### src/sv/tmr_pkg.sv
// Shared constants, types and codes for the timer task table.
package tmr_pkg;

  localparam int MAX_TASKS = 16;
  localparam int TIME_BITS = 32;
  localparam int ID_BITS   = 32;
  localparam int IDX_BITS  = (MAX_TASKS > 1) ? $clog2(MAX_TASKS) : 1;
  localparam int CNT_BITS  = $clog2(MAX_TASKS + 1);

  typedef logic [TIME_BITS-1:0] time_t;
  typedef logic [ID_BITS-1:0]   id_t;
  typedef logic [IDX_BITS-1:0]  idx_t;
  typedef logic [CNT_BITS-1:0]  cnt_t;

  typedef enum logic [2:0] {
    REQ_ONCE   = 3'd0,
    REQ_REPEAT = 3'd1,
    REQ_CANCEL = 3'd2,
    REQ_TICK   = 3'd3,
    REQ_CLEAR  = 3'd4
  } req_t;

  typedef enum logic [2:0] {
    RESP_SCHED   = 3'd0,
    RESP_REJECT  = 3'd1,
    RESP_CANCEL  = 3'd2,
    RESP_FIRED   = 3'd3,
    RESP_NONE    = 3'd4,
    RESP_CLEARED = 3'd5
  } resp_t;

  typedef struct packed {
    logic  set;
    logic  upd_due;
    logic  kill;
    logic  kill_all;
    idx_t  idx;
    id_t   id;
    time_t due;
    time_t ival;
    logic  rep;
  } tbl_wr_t;

  typedef struct packed {
    logic  valid;
    time_t due;
    time_t ival;
    logic  rep;
    id_t   id;
  } tbl_rd_t;

endpackage

### src/sv/tmr_alu.sv
// Shared unit: saturating time add, time compare and id compare.
module tmr_alu (
  input  tmr_pkg::time_t a,
  input  tmr_pkg::time_t b,
  input  tmr_pkg::time_t c,
  input  tmr_pkg::id_t   id_a,
  input  tmr_pkg::id_t   id_b,
  output tmr_pkg::time_t sum_sat,
  output logic           a_ge_c,
  output logic           id_eq
);
  import tmr_pkg::*;

  logic [TIME_BITS:0] sum_full;

  assign sum_full = {1'b0, a} + {1'b0, b};
  assign sum_sat  = sum_full[TIME_BITS] ? {TIME_BITS{1'b1}} : sum_full[TIME_BITS-1:0];
  assign a_ge_c   = (a >= c);
  assign id_eq    = (id_a == id_b);

endmodule

### src/sv/tmr_table.sv
// Timer slot storage with valid bits and lowest-free-slot search.
module tmr_table (
  input  logic             clk,
  input  logic             rst_n,
  input  tmr_pkg::idx_t    rd_idx,
  input  tmr_pkg::tbl_wr_t wr,
  output tmr_pkg::tbl_rd_t rd,
  output tmr_pkg::idx_t    free_idx,
  output logic             full
);
  import tmr_pkg::*;

  logic [MAX_TASKS-1:0] valid_r;
  logic [MAX_TASKS-1:0] valid_nxt;
  time_t                due_r  [MAX_TASKS];
  time_t                ival_r [MAX_TASKS];
  logic                 rep_r  [MAX_TASKS];
  id_t                  id_r   [MAX_TASKS];

  always_comb begin
    free_idx = '0;
    full     = 1'b1;
    for (int i = MAX_TASKS - 1; i >= 0; i--) begin
      if (!valid_r[i]) begin
        free_idx = idx_t'(i);
        full     = 1'b0;
      end
    end
  end

  always_comb begin
    valid_nxt = valid_r;
    if (wr.kill_all) begin
      valid_nxt = '0;
    end else if (wr.set) begin
      valid_nxt[wr.idx] = 1'b1;
    end else if (wr.kill) begin
      valid_nxt[wr.idx] = 1'b0;
    end
  end

  always_ff @(posedge clk) begin
    if (!rst_n) begin
      valid_r <= '0;
    end else begin
      valid_r <= valid_nxt;
    end
  end

  always_ff @(posedge clk) begin
    if (wr.set) begin
      id_r[wr.idx]   <= wr.id;
      due_r[wr.idx]  <= wr.due;
      ival_r[wr.idx] <= wr.ival;
      rep_r[wr.idx]  <= wr.rep;
    end else if (wr.upd_due) begin
      due_r[wr.idx] <= wr.due;
    end
  end

  assign rd.valid = valid_r[rd_idx];
  assign rd.due   = due_r[rd_idx];
  assign rd.ival  = ival_r[rd_idx];
  assign rd.rep   = rep_r[rd_idx];
  assign rd.id    = id_r[rd_idx];

`ifndef ASSERT_OFF
  a_set_free: assert property (@(posedge clk) disable iff (!rst_n)
    wr.set |-> !valid_r[wr.idx])
    else $error("schedule into a live slot");
  a_upd_live: assert property (@(posedge clk) disable iff (!rst_n)
    wr.upd_due |-> valid_r[wr.idx])
    else $error("re-arm of a free slot");
  a_clear_all: assert property (@(posedge clk) disable iff (!rst_n)
    wr.kill_all |=> (valid_r == '0))
    else $error("clear left live slots");
`endif

endmodule

### src/sv/timer_task_table.sv
// Timer task table top level: request sequencer, slot scan and result register.
//
//   channel | direction | handshake             | words
//   in_     | input     | in_valid / in_ready   | one request word
//   out_    | output    | out_valid / out_ready | one or more result words per request
//
// Schedule passes S_SCHED and then S_FIN. Cancel and tick scan all MAX_TASKS slots, one slot per cycle
// through the shared compare/add unit. Clear and unknown requests go straight to S_FIN.
// A tick holds its scan while a fired word waits on out_ready.
// Reset (rst_n low, synchronous) frees all slots, sets the next id to one
// and the last tick time to zero.
module timer_task_table (
  input  logic        clk,
  input  logic        rst_n,
  input  logic        in_valid,
  output logic        in_ready,
  input  logic [2:0]  in_req_type,
  input  logic [31:0] in_delay_ticks,
  input  logic [31:0] in_interval_ticks,
  input  logic [31:0] in_cancel_id,
  input  logic [31:0] in_current_time,
  output logic        out_valid,
  input  logic        out_ready,
  output logic [2:0]  out_resp_kind,
  output logic [31:0] out_id,
  output logic        out_found,
  output logic [4:0]  out_task_count,
  output logic        out_last
);
  import tmr_pkg::*;

  typedef enum logic [2:0] {
    S_IDLE,
    S_SCHED,
    S_CANCEL,
    S_TICK,
    S_FIN
  } state_t;

  state_t  state_r, state_nxt;
  idx_t    idx_r, idx_nxt;
  logic    rep_r, rep_nxt;
  time_t   delay_r, delay_nxt;
  time_t   ival_r, ival_nxt;
  id_t     cid_r, cid_nxt;
  time_t   now_r, now_nxt;
  time_t   last_tick_r, last_tick_nxt;
  id_t     next_id_r, next_id_nxt;
  cnt_t    live_count_r, live_count_nxt;
  logic    hit_r, hit_nxt;
  resp_t   fin_kind_r, fin_kind_nxt;
  id_t     fin_id_r, fin_id_nxt;
  logic    pend_v_r, pend_v_nxt;
  id_t     pend_id_r, pend_id_nxt;
  cnt_t    pend_cnt_r, pend_cnt_nxt;
  logic    out_valid_r, out_valid_nxt;
  resp_t   out_kind_r, out_kind_nxt;
  id_t     out_id_r, out_id_nxt;
  logic    out_found_r, out_found_nxt;
  cnt_t    out_cnt_r, out_cnt_nxt;
  logic    out_last_r, out_last_nxt;

  tbl_wr_t tbl_wr;
  tbl_rd_t tbl_rd;
  idx_t    free_idx;
  logic    full;
  time_t   alu_a, alu_b, alu_sum;
  logic    alu_ge, alu_eq;
  logic    push_ok;
  logic    fire;
  id_t     id_inc;

  tmr_table u_table (
    .clk      (clk),
    .rst_n    (rst_n),
    .rd_idx   (idx_r),
    .wr       (tbl_wr),
    .rd       (tbl_rd),
    .free_idx (free_idx),
    .full     (full)
  );

  assign alu_a = (state_r == S_SCHED) ? last_tick_r : now_r;
  assign alu_b = (state_r == S_SCHED) ? delay_r : tbl_rd.ival;

  tmr_alu u_alu (
    .a       (alu_a),
    .b       (alu_b),
    .c       (tbl_rd.due),
    .id_a    (tbl_rd.id),
    .id_b    (cid_r),
    .sum_sat (alu_sum),
    .a_ge_c  (alu_ge),
    .id_eq   (alu_eq)
  );

  assign push_ok = !out_valid_r || out_ready;
  assign fire    = tbl_rd.valid && alu_ge;
  assign id_inc  = next_id_r + id_t'(1);

  always_comb begin
    state_nxt      = state_r;
    idx_nxt        = idx_r;
    rep_nxt        = rep_r;
    delay_nxt      = delay_r;
    ival_nxt       = ival_r;
    cid_nxt        = cid_r;
    now_nxt        = now_r;
    last_tick_nxt  = last_tick_r;
    next_id_nxt    = next_id_r;
    live_count_nxt = live_count_r;
    hit_nxt        = hit_r;
    fin_kind_nxt   = fin_kind_r;
    fin_id_nxt     = fin_id_r;
    pend_v_nxt     = pend_v_r;
    pend_id_nxt    = pend_id_r;
    pend_cnt_nxt   = pend_cnt_r;
    out_valid_nxt  = out_valid_r && !out_ready;
    out_kind_nxt   = out_kind_r;
    out_id_nxt     = out_id_r;
    out_found_nxt  = out_found_r;
    out_cnt_nxt    = out_cnt_r;
    out_last_nxt   = out_last_r;
    tbl_wr         = '0;
    tbl_wr.idx     = idx_r;

    case (state_r)
      S_IDLE: begin
        if (in_valid) begin
          rep_nxt    = (in_req_type == REQ_REPEAT);
          delay_nxt  = time_t'(in_delay_ticks);
          ival_nxt   = time_t'(in_interval_ticks);
          cid_nxt    = in_cancel_id;
          now_nxt    = time_t'(in_current_time);
          hit_nxt    = 1'b0;
          pend_v_nxt = 1'b0;
          fin_id_nxt = '0;
          case (in_req_type)
            REQ_ONCE, REQ_REPEAT: begin
              state_nxt = S_SCHED;
            end
            REQ_CANCEL: begin
              idx_nxt   = '0;
              state_nxt = S_CANCEL;
            end
            REQ_TICK: begin
              idx_nxt       = idx_t'(MAX_TASKS - 1);
              last_tick_nxt = time_t'(in_current_time);
              fin_kind_nxt  = RESP_NONE;
              state_nxt     = S_TICK;
            end
            REQ_CLEAR: begin
              tbl_wr.kill_all = 1'b1;
              live_count_nxt  = '0;
              fin_kind_nxt    = RESP_CLEARED;
              state_nxt       = S_FIN;
            end
            default: begin
              fin_kind_nxt = RESP_REJECT;
              state_nxt    = S_FIN;
            end
          endcase
        end
      end
      S_SCHED: begin
        if (full || (rep_r && (ival_r == '0))) begin
          fin_kind_nxt = RESP_REJECT;
        end else begin
          tbl_wr.set     = 1'b1;
          tbl_wr.idx     = free_idx;
          tbl_wr.id      = next_id_r;
          tbl_wr.due     = alu_sum;
          tbl_wr.ival    = ival_r;
          tbl_wr.rep     = rep_r;
          live_count_nxt = live_count_r + cnt_t'(1);
          fin_kind_nxt   = RESP_SCHED;
          fin_id_nxt     = next_id_r;
          next_id_nxt    = (id_inc == '0) ? id_t'(1) : id_inc;
        end
        state_nxt = S_FIN;
      end
      S_CANCEL: begin
        if (tbl_rd.valid && alu_eq) begin
          tbl_wr.kill    = 1'b1;
          live_count_nxt = live_count_r - cnt_t'(1);
          hit_nxt        = 1'b1;
        end
        if (idx_r == idx_t'(MAX_TASKS - 1)) begin
          fin_kind_nxt = RESP_CANCEL;
          fin_id_nxt   = cid_r;
          state_nxt    = S_FIN;
        end else begin
          idx_nxt = idx_r + idx_t'(1);
        end
      end
      S_TICK: begin
        if (!(fire && pend_v_r && !push_ok)) begin
          if (fire) begin
            if (tbl_rd.rep) begin
              tbl_wr.upd_due = 1'b1;
              tbl_wr.due     = alu_sum;
              pend_cnt_nxt   = live_count_r;
            end else begin
              tbl_wr.kill    = 1'b1;
              live_count_nxt = live_count_r - cnt_t'(1);
              pend_cnt_nxt   = live_count_r - cnt_t'(1);
            end
            if (pend_v_r) begin
              out_valid_nxt = 1'b1;
              out_kind_nxt  = RESP_FIRED;
              out_id_nxt    = pend_id_r;
              out_found_nxt = 1'b0;
              out_cnt_nxt   = pend_cnt_r;
              out_last_nxt  = 1'b0;
            end
            pend_v_nxt  = 1'b1;
            pend_id_nxt = tbl_rd.id;
          end
          if (idx_r == '0) begin
            state_nxt = S_FIN;
          end else begin
            idx_nxt = idx_r - idx_t'(1);
          end
        end
      end
      S_FIN: begin
        if (push_ok) begin
          out_valid_nxt = 1'b1;
          out_kind_nxt  = pend_v_r ? RESP_FIRED : fin_kind_r;
          out_id_nxt    = pend_v_r ? pend_id_r : fin_id_r;
          out_found_nxt = hit_r;
          out_cnt_nxt   = pend_v_r ? pend_cnt_r : live_count_r;
          out_last_nxt  = 1'b1;
          pend_v_nxt    = 1'b0;
          state_nxt     = S_IDLE;
        end
      end
      default: begin
        state_nxt = S_IDLE;
      end
    endcase
  end

  always_ff @(posedge clk) begin
    if (!rst_n) begin
      state_r      <= S_IDLE;
      idx_r        <= '0;
      last_tick_r  <= '0;
      next_id_r    <= id_t'(1);
      live_count_r <= '0;
      hit_r        <= 1'b0;
      fin_kind_r   <= RESP_REJECT;
      pend_v_r     <= 1'b0;
      out_valid_r  <= 1'b0;
    end else begin
      state_r      <= state_nxt;
      idx_r        <= idx_nxt;
      last_tick_r  <= last_tick_nxt;
      next_id_r    <= next_id_nxt;
      live_count_r <= live_count_nxt;
      hit_r        <= hit_nxt;
      fin_kind_r   <= fin_kind_nxt;
      pend_v_r     <= pend_v_nxt;
      out_valid_r  <= out_valid_nxt;
    end
    rep_r       <= rep_nxt;
    delay_r     <= delay_nxt;
    ival_r      <= ival_nxt;
    cid_r       <= cid_nxt;
    now_r       <= now_nxt;
    fin_id_r    <= fin_id_nxt;
    pend_id_r   <= pend_id_nxt;
    pend_cnt_r  <= pend_cnt_nxt;
    out_kind_r  <= out_kind_nxt;
    out_id_r    <= out_id_nxt;
    out_found_r <= out_found_nxt;
    out_cnt_r   <= out_cnt_nxt;
    out_last_r  <= out_last_nxt;
  end

  assign in_ready       = (state_r == S_IDLE);
  assign out_valid      = out_valid_r;
  assign out_resp_kind  = out_kind_r;
  assign out_id         = 32'(out_id_r);
  assign out_found      = out_found_r;
  assign out_task_count = 5'(out_cnt_r);
  assign out_last       = out_last_r;

`ifndef ASSERT_OFF
  a_count_range: assert property (@(posedge clk) disable iff (!rst_n)
    live_count_r <= cnt_t'(MAX_TASKS))
    else $error("live count above table size");
  a_busy_after_accept: assert property (@(posedge clk) disable iff (!rst_n)
    (in_valid && in_ready) |=> !in_ready)
    else $error("ready right after accepting a request");
  a_idle_no_pending: assert property (@(posedge clk) disable iff (!rst_n)
    (state_r == S_IDLE) |-> !pend_v_r)
    else $error("fired word left pending while idle");
`endif

endmodule
### config.mk
export PLATFORM = sky130hd
export DESIGN_NAME = timer_task_table
export DESIGN_NICKNAME = d
export VERILOG_FILES = /design/src/sv/tmr_pkg.sv /design/src/sv/tmr_alu.sv /design/src/sv/tmr_table.sv /design/src/sv/timer_task_table.sv
export SDC_FILE = /design/constraint.sdc
export NUM_CORES = 2
export LEC_CHECK = 0
export BUFFER_PORTS_ARGS = -buffer_cell sky130_fd_sc_hd__buf_2
export CAP_MARGIN = 15
export CORE_MARGIN = 3
export CORE_UTILIZATION = 45
export DETAILED_ROUTE_END_ITERATION = 10
export GPL_TIMING_DRIVEN = 0
export SLEW_MARGIN = 30
export SYNTH_ARGS = -nofsm -noshare
export SYNTH_HDL_FRONTEND = slang
export SYNTH_SLANG_ARGS = --single-unit
### constraint.sdc
create_clock -name clk -period 30.7 [get_ports clk]
set_input_delay 4.605 -clock clk [delete_from_list [all_inputs] [get_ports clk]]
set_output_delay 4.605 -clock clk [all_outputs]
set_load 0.01 [all_outputs]
==> reports/summary.md <==
## Global route
• overall fraction of global-route tracks in use: 26.2%
• global-route wire length before repair: 331,000 um
• pin count of the biggest net entering global routing: 78
• GR Overflow Total: 0
• via count of the first global-routing pass: 43,800
• antenna violations before repair: 9

## Setup path
• critical path's slowest cell: clkbuf_1
• Worst path max stage delay: 0.87 ns
• Critical Path RT: 31.22 ns
• largest fanout of any net on the critical path: 10
• Startpoint Class: flop
• critical path class: reg -> reg
• path depth of the worst reg2reg path: 26
• most frequent cell on the critical path: buf_2
• capturing element type of the critical path: flop
• worst path arrival time: 11.71 ns

## Drt
• DRT Wirelength: 234,000 um
• number of remaining DRC errors: 0
• average detailed-routed wire length per instance: 32.1 um
• highest metal layer with signal wires: met5
• sum of routed wire segments on met1: 90,900 um
• initial drt markers: 5,571
• number of iterations in the first detailed-routing pass: 5
• antenna viol nets, final: 0
• sum of met3 wire segment lengths after detailed routing: 18,700 um
• total length of routed met2 wires: 113,000 um
• post-DR vias/cell: 6.06
• count of vias placed by the detailed router: 44,100

## Finish
• Layout Cell Area excl Fill: 91,000 um^2
• share of post-route cells with drive strength above 1: 25.5%
• Final Util: 53.4%
• synth-to-layout area growth: 17.3%
• total number of nets in the final design: 5,043
• multi-input gate area in the final layout: 20,800 um^2
• register area: 55,900 um^2
• fillcell total: 13,500

## Clock tree
• number of setup buffers added after CTS: 0
• clock sink count: 1,894
• TritonCTS buffer count: 189
• cell chosen for the clock root: clkbuf_16
• clock tree from TritonCTS: done
• CTS-repair resized insts: 0
• # hold bufs at CTS: 0
• Clk Latency, worst-skew pair: 0.84 ns
• Max clock buf depth: 3
• total number of H-tree levels: 4
• clock-pin slew on the worst setup and hold paths: 0.06 ns

## Die
• Die H: 421 um
• count of pins on the block boundary: 179
• die area: 177,000 um^2
• row cnt: 151
• effective utilization at floorplan: 45.5%
• die outline width: 421 um
• area of the placeable core: 170,000 um^2

## Yosys
• most frequently used flop master after synthesis: edfxtp_1
• number of synthesized register bits: 1,894
• unique cell type count in the Yosys netlist: 75
• synthesized instance count: 4,304
• number of synthesized flops with an enable pin: 1,792
• mean instance size in the synthesized netlist: 18.0 um^2
• sequential-to-total area share from yosys stat: 72.0%
• combined area of all synthesized cells: 77,600 um^2
• number of warnings reported in the yosys synthesis log: 0
• nets in the synthesized netlist: 4,510
• proportion of register bits with asynchronous set or reset after synthesis: 0%

## Placement
• final estimated routing congestion in global placement: 0.941
• Buffers on Ports: 178
• dpl cell area: 85,000 um^2
• half-perimeter wire length after placement: 166,000 um

## STA
• final critical delay including setup and external delays: 11.19 ns
• Post-Route Hold Slack: 0.456 ns
• unrepaired setup endpoints after global routing: false
• largest clock skew in the final design: 0.0503 ns
• TNS Setup: 0 ns
• share of the clock period used by the worst path after layout: 36.5%
• Fmax: 89.3 MHz
• Pins Over Slew Limit: 0
• Setup-failing EPs final: 0
• transition time at the pin with the least slew margin: 1.08 ns
• total count of hold-check failures in the final report: 0
• Slew HR: 27.8%

## Job
• number of max-capacitance violations reported: 0

## Worst hold path
• hold crit path type: reg -> reg
• hold-critical path depth: 2

## Pwr
• Peak supply drop: 0.0585 mV
• PD cells: 83.0 nW/um^2
• Leakage: 0.0292 uW

## Status
• outcome: finished, final reports clean

-- sequential cells by signal, summed over array words and instances (netlist names), 3 cells and up, named ones only --
signal and flops:
u_table.id_r 512, next_id_r 32, cid_r 32, out_id 32, ival_r 32, idx_r 4, live_count_r 5, now_r 32
last_tick_r 32, state_r 3, delay_r 32, out_task_count 5, pend_cnt_r 5, u_table.ival_r 512, u_table.rep_r 16, fin_id_r 32
fin_kind_r 3, u_table.due_r 512, pend_id_r 32, out_resp_kind 3
-- cell usage in the layout, fill, tap and decap left out, types with 17 or more instances in the layout --
master	count
a21oi_1	112
a21oi_2	31
a22o_1	28
a22oi_1	23
a31oi_1	29
and3_1	79
buf_16	98
buf_2	250
buf_4	37
clkbuf_1	180
clkbuf_16	190
clkbuf_2	29
clkinv_1	35
clkinv_2	24
dfxtp_1	102
edfxtp_1	1792
ha_1	69
inv_1	78
mux2_2	60
mux2i_1	121
mux4_2	424
nand2_1	406
nand2b_1	17
nand3_1	39
nand4_1	31
nor2_1	98
nor2_4	28
nor2b_1	21
nor3_1	30
nor4_1	22
o21a_1	28
o21ai_0	49
xnor2_1	75
xor2_1	40
-- final cells by class --
cell class / instances / share of cell area, %
buffer: 237 / 1.21
timing repair buffer: 342 / 4.57
multi-input combinational: 2092 / 22.9
tap: 2295 / 3.16
sequential: 1894 / 61.4
clock inverter: 94 / 1.01
antenna: 3 / 0.00825
clock buffer: 247 / 5.46
inverter: 81 / 0.342
-- final timing paths --
path                                from                              to  slack, ns
max                                 flop  u_table.due_r[6][19]$_DFFE_PP_      19.51
min          last_tick_r[8]$_SDFFE_PN0P_     last_tick_r[8]$_SDFFE_PN0P_       0.46
max reg2reg                         flop  u_table.due_r[6][19]$_DFFE_PP_      19.51
min reg2reg  last_tick_r[8]$_SDFFE_PN0P_     last_tick_r[8]$_SDFFE_PN0P_       0.46
-- power by group --
group          total, uW  switching [uW]  internal (uW)
combinational       2200            1410            795
sequential          3130            73.9           3060
clock               2220             990           1230
-- Yosys cell counts (9+ instances only) --
cell type	n	area share, %
a2111oi_0	10	0.11
a211o_1	11	0.12
a211oi_1	17	0.16
a21o_1	14	0.14
a21oi_1	143	0.92
a22o_1	28	0.32
a22oi_1	23	0.22
a311oi_1	12	0.14
a31oi_1	30	0.24
and2_1	15	0.12
and3_1	79	0.64
buf_1	26	0.13
buf_2	38	0.25
buf_4	11	0.11
buf_6	10	0.15
clkbuf_1	151	0.73
dfxtp_1	102	2.6
edfxtp_1	1792	69
ha_1	69	1.1
inv_1	79	0.38
mux2_2	60	0.87
mux2i_1	123	1.6
mux4_2	424	12
nand2_1	406	2.0
nand2b_1	17	0.14
nand3_1	39	0.25
nand4_1	31	0.25
nor2_1	128	0.62
nor2b_1	21	0.17
nor3_1	35	0.23
nor4_1	27	0.22
o21a_1	28	0.27
o21ai_0	49	0.32
o21bai_1	9	0.087
or3_1	11	0.089
xnor2_1	75	0.85
xor2_1	40	0.45
-- worst max-delay path: cells and delay by family (launching register included) --
kind | cells | cell delay, ns
AO/OA/AOI/OAI | 3 | 1.14
adder cells (fa/ha/maj) | 1 | 0.14
buffers and inverters | 14 | 5.67
flip-flops | 1 | 0.47
multiplexers | 2 | 0.95
AND/OR/NAND/NOR | 6 | 2.44
-- routing by layer --
metal / GRT usage, % / vias up
li1: - / 18400
met1: 35.4 / 23200
met2: 42.4 / 2116
met3: 4.40 / 457
met4: 11.0 / 8
met5: 0 / -
-- cells by family (layout without fill, tap and decap cells) --
| group | Yosys count | in the layout | share of synthesized area (%) |
|---|---|---|---|
| muxes | 608 | 608 | 14.8 |
| DFF | 1894 | 1894 | 72.0 |
| and+or+nand+nor | 853 | 853 | 5.17 |
| xor gates and xnor gates | 115 | 115 | 1.30 |
| adders and majority gates | 71 | 71 | 1.16 |
| AOI/OAI and AO/OA | 445 | 445 | 3.85 |
| other | 0 | 3 | 0 |
| buffers and inverters | 318 | 1001 | 1.75 |
-- through the flow --
stage | total power (uW) | setup slack [ns] | instances
after floorplan | 4480 | 19.99 | 4304
after global placement | 5280 | 10.27 | 6777
after detailed placement | 5340 | 19.68 | 6941
after CTS | 7550 | 19.65 | 7282
after global routing | 7820 | 19.49 | 7282
final | 7550 | 19.51 | 7285
(Power assumes the default switching activity.)
